`src/design/pcx_rle_palette_decoder_top_assert.svh`:
```
// Assertion macros shared by the PCX run-length decoder modules.
`ifndef PCX_RLE_PALETTE_DECODER_TOP_ASSERT_SVH
`define PCX_RLE_PALETTE_DECODER_TOP_ASSERT_SVH

// Same-cycle implication checked on every clock edge outside reset.
`define PCX_ASSERT_NOW(label, ante, cons) \
  label: assert property (@(posedge clk) disable iff (!rst_n) (ante) |-> (cons)) \
    else $error("pcx_rle: same-cycle check failed");

// Next-cycle implication checked on every clock edge outside reset.
`define PCX_ASSERT_NEXT(label, ante, cons) \
  label: assert property (@(posedge clk) disable iff (!rst_n) (ante) |=> (cons)) \
    else $error("pcx_rle: next-cycle check failed");

`endif

```
`src/design/pcx_rle_pkg.sv`:
```
// Shared types and constants of the PCX run-length palette decoder.
package pcx_rle_pkg;

  localparam int PAL_ENTRIES = 256;
  localparam int PAL_AW      = $clog2(PAL_ENTRIES);
  localparam int RGB_W       = 24;
  localparam int RUN_W       = 6;
  localparam int LW_W        = 10;

  localparam logic [7:0]      RUN_MARK     = 8'hC0;
  localparam logic [7:0]      RUN_LEN_MASK = 8'h3F;
  localparam logic [LW_W-1:0] LW_RESET     = 10'd320;

  localparam logic [0:0] REQ_PALETTE = 1'b0;
  localparam logic [0:0] REQ_DATA    = 1'b1;

  localparam int REG_LINE_WIDTH = 0;

  typedef enum logic [1:0] {
    S_IDLE = 2'b01,
    S_EMIT = 2'b10
  } state_t;

  typedef struct packed {
    logic pal_wr;
    logic set_pend;
    logic start;
    logic start_run;
    logic emit;
  } cmd_t;

  typedef struct packed {
    logic hdr;
    logic pend;
    logic pend_zero;
    logic last_pix;
    logic load_ok;
  } status_t;

endpackage

```
`src/design/pcx_rle_ctrl.sv`:
```
// Controller state machine of the PCX run-length palette decoder.
module pcx_rle_ctrl
  import pcx_rle_pkg::*;
(
  input  logic        clk,
  input  logic        rst_n,
  input  logic        in_valid,
  input  logic        in_req_type,
  output logic        in_ready,
  input  status_t     st,
  output cmd_t        cmd
);

  `include "pcx_rle_palette_decoder_top_assert.svh"

  state_t state_r, state_nxt;
  logic   accept;

  always_comb begin
    in_ready = (state_r == S_IDLE) ||
               ((state_r == S_EMIT) && st.load_ok && st.last_pix);
    accept   = in_valid && in_ready;
    cmd      = '0;
    cmd.emit = (state_r == S_EMIT) && st.load_ok;

    state_nxt = state_r;
    case (state_r)
      S_IDLE: state_nxt = S_IDLE;
      S_EMIT: begin
        if (cmd.emit && st.last_pix) begin
          state_nxt = S_IDLE;
        end
      end
      default: state_nxt = S_IDLE;
    endcase

    if (accept) begin
      if (in_req_type == REQ_PALETTE) begin
        cmd.pal_wr = 1'b1;
      end else if (st.pend) begin
        cmd.start     = 1'b1;
        cmd.start_run = 1'b1;
        if (!st.pend_zero) begin
          state_nxt = S_EMIT;
        end
      end else if (st.hdr) begin
        cmd.set_pend = 1'b1;
      end else begin
        cmd.start = 1'b1;
        state_nxt = S_EMIT;
      end
    end
  end

  always_ff @(posedge clk) begin
    if (!rst_n) begin
      state_r <= S_IDLE;
    end else begin
      state_r <= state_nxt;
    end
  end

  `PCX_ASSERT_NEXT(a_literal_emits,
    accept && (in_req_type == REQ_DATA) && !st.pend && !st.hdr, state_r == S_EMIT)
  `PCX_ASSERT_NEXT(a_stall_holds, (state_r == S_EMIT) && !st.load_ok, state_r == S_EMIT)
  `PCX_ASSERT_NOW(a_ready_on_last, in_ready && (state_r == S_EMIT), st.last_pix && st.load_ok)

endmodule

```
`config.mk`:
```
export PLATFORM = sky130hd
export DESIGN_NAME = pcx_rle_ctrl
export DESIGN_NICKNAME = d
export VERILOG_FILES = /design/src/design/pcx_rle_pkg.sv /design/src/design/pcx_rle_ctrl.sv
export VERILOG_INCLUDE_DIRS = /design/src /design/src/design
export SDC_FILE = /design/constraint.sdc
export NUM_CORES = 1
export LEC_CHECK = 0
export BUFFER_PORTS_ARGS = -buffer_cell sky130_fd_sc_hd__buf_2
export CAP_MARGIN = 0
export CORE_AREA = 5 5 42 44
export DETAILED_ROUTE_END_ITERATION = 10
export DIE_AREA = 0 0 47 49
export MAX_ROUTING_LAYER = met4
export RECOVER_POWER = 25
export SYNTH_ARGS = -nofsm -noshare
export SYNTH_HDL_FRONTEND = slang
export SYNTH_SLANG_ARGS = --single-unit
```
`constraint.sdc`:
```
create_clock -name clk -period 1.57 [get_ports clk]
set_input_delay 0.314 -clock clk [delete_from_list [all_inputs] [get_ports clk]]
set_output_delay 0.314 -clock clk [all_outputs]
set_load 0.005 [all_outputs]
```
==> results.txt <==
total stage count of the critical path -> 4
Placer Congestion -> 0.7344
Die Span X -> 47 um
overflow left after global routing -> 0
chip height -> 49 um
largest fanout on the critical path -> 4
TritonCTS clock tree -> built
share of post-route cells with drive strength above 1 -> 52.50%
most common cell after layout, fill and taps aside -> sky130_fd_sc_hd__buf_2
overall global routing resource usage -> 5.836%
total power divided by cell area -> 692.7 mW/mm^2
htree depth -> 1
total setup buffers inserted after CTS -> 0
number of standard cells after synthesis -> 23
number of detailed-routing iterations run before antenna repair -> 2
worst setup skew after layout -> 0.002097 ns
starting density of the core -> 13.04%
area inside the core boundary -> 0.001401 mm^2
share of the clock period used by the worst path -> 94.11%
mapped cell area -> 182.7 um^2
number of failing hold endpoints at the final stage -> 0
kind of path behind the tightest hold check -> input pin to flip-flop
register area share after synthesis -> 21.92%
startpoint types -> flip-flop
NumNets Final -> 51
clock network latency to the later pin of the worst-skew pair -> 0.22 ns
Req. time, crit path -> 1.26 ns
setup-violating endpoint count in the final report -> 0
number of cell rows -> 14
drc violations -> 0
remaining number of nets flagged by the antenna check after routing -> 0
Worst R2R Start -> state_r[0]
max-capacitance violation count -> 0
count of cells along the worst register-to-register path -> 2
largest buffer count on any clock path -> 2
setup slack after placement -> 0.2800 ns
Clock transition at path regs -> 0.03 ns
routed wire length per instance -> 9.357 um
average via count per standard cell -> 4.161
warnings from Yosys -> 0
antenna violations before repair -> 0
VDD IR max -> 0.1289 mV
Worst Tran Pin Value -> 0.1483 ns
Routed WL -> 524 um
total of flip-flops plus latches after synthesis -> 2
antenna cell count -> 0
syn nets -> 32
worst hold path cell count -> 3
flop2flop setup slack -> 0.67 ns
worst reg2reg path endpoint -> state_r[0]
number of CTS-inserted buffers -> 3
number of global-route vias before repair -> 235
end point of the most critical hold path -> state_r[1]
crit path DAT -> 1.16 ns
hold buffer count at CTS -> 0
leak pwr -> 0.1633 nW
Peak Freq -> 0.6768 GHz
die area -> 0.002303 mm^2
critical path type -> flip-flop to primary output
synthesized area per cell -> 7.942 um^2
largest net degree at the start of global routing -> 7
global-route wire length before repair -> 855 um
number of clock sinks -> 2
sum of negative setup slack -> 0 ns
worst stage delay on the critical path -> 0.31 ns
RSZ-0062 raised after global routing -> no
area grow syn2layout -> 62.33%
count of filler cells inserted in the layout -> 177
CTS Root Cell -> sky130_fd_sc_hd__clkbuf_4
detailed router's first-iteration violation count -> 3
cell type of the slowest stage on the worst timing path -> sky130_fd_sc_hd__dfxtp_1
number of distinct standard cells referenced by the synthesized netlist -> 18
largest delay contributor family on the critical path -> simple AND/OR/NAND/NOR gates
Worst Path Buf+Inv -> 1
most frequent cells in the layout -> 14 x sky130_fd_sc_hd__buf_2, 3 x sky130_fd_sc_hd__clkbuf_4
series of cell instances along the critical path -> nand4b_2 -> o21ai_2 -> and3_1 -> buf_2
Regs by FF count -> state_r: 2 flops
via total after detailed routing -> 233
number of flip-flops in the largest register -> 2
outcome -> completed
worst-case headroom to the max-slew limit -> 90.05%
Slew Limit Fails -> 0
PortBufs -> 14
post-layout worst setup margin -> 0.09245 ns
largest reg by FF count -> state_r
final-layout worst hold slack -> 0.4354 ns
endpoint kind of the worst setup timing path -> primary output
I/O pins -> 15
Min Clock Period, post-route -> 1.478 ns
hold wc startpoint -> rst_n
[worst reg2reg max path: stages, from the launching register on]
cell,delay (ns)
sky130_fd_sc_hd__dfxtp_1,0.31
sky130_fd_sc_hd__nand4b_2,0.24
sky130_fd_sc_hd__o211a_1,0.24
[how the worst max path moves through the flow]
stage / from / endpoint / slack, ns
6_report: state_r[0] / cmd[1] / 0.09
5_1_grt: state_r[0] / cmd[1] / 0.01
3_5_place_dp: st[1] / cmd[3] / 0.28
3_3_place_gp: st[1] / cmd[3] / 0.28
4_1_cts: state_r[1] / cmd[1] / 0.04
2_1_floorplan: state_r[1] / cmd[4] / 0.45
[cells in the mapped netlist (all sizes together)]
| master | count | area [um^2] |
|---|---|---|
| and2 | 1 | 6.260 |
| nand2b | 1 | 6.260 |
| dfxtp | 2 | 40.04 |
| and3 | 3 | 20.02 |
| o211a | 1 | 10.01 |
| o211ai | 1 | 7.510 |
| and4b | 1 | 10.01 |
| nand4 | 2 | 12.51 |
| nand2 | 2 | 7.510 |
| o21ai | 2 | 13.76 |
| nand4b | 1 | 15.01 |
| nor2 | 1 | 3.750 |
| and3b | 1 | 8.760 |
| nand3 | 1 | 5.000 |
| inv | 1 | 3.750 |
| nor2b | 2 | 12.51 |
[metal layers]
layer | global-route usage (%) | part of all wire (%) | up-vias
met1 | 5.240 | 38 | 102
met3 | 4.428 | 15 | 0
met5 | - | 0 | -
li1 | - | - | 122
met4 | 5.530 | 0 | 0
met2 | 7.466 | 47 | 9
[cell families (layout without fill, tap and decap cells)]
logic type / Yosys count / count (layout) / synth area share, %
AOI/OAI and AO/OA: 4 / 4 / 17.12
buffers and inverters: 1 / 18 / 2.053
DFF: 2 / 2 / 21.92
and+or+nand+nor: 16 / 16 / 58.90
[timing repair]
action / CTS / global route
setup endpoints to repair: 0 / 3
gates resized for setup: 0 / 1
endpoints found under the hold margin: 0 / 0
[stage by stage]
step,total power [mW],area (um^2),util [%],cells
after floorplan,0.07280,182.7,-,23
after CTS,0.2128,295.3,21.07,56
after global placement,0.09390,272.8,19.46,53
after global routing,0.2222,296.5,21.16,56
final,0.2054,296.5,21.16,56
after detailed placement,0.09424,272.8,19.46,53
[power by group]
group	internal [mW]	switching [mW]	leakage (nW)
Combinational	0.0204	0.0173	0.133
Clock	0.0842	0.0281	0.0138
Sequential	0.0533	0.00214	0.0168
[layout make-up]
type                       instances  area, um^2  area share [%]
timing repair buffer              14       70.07           23.63
clock buffer                       3       22.52           7.595
sequential                         2       41.29           13.92
multi-input combinational         20       138.9           46.84
tap                               16       20.02           6.751
inverter                           1       3.754           1.266
Note: power is estimated with default switching activity, not from simulation.
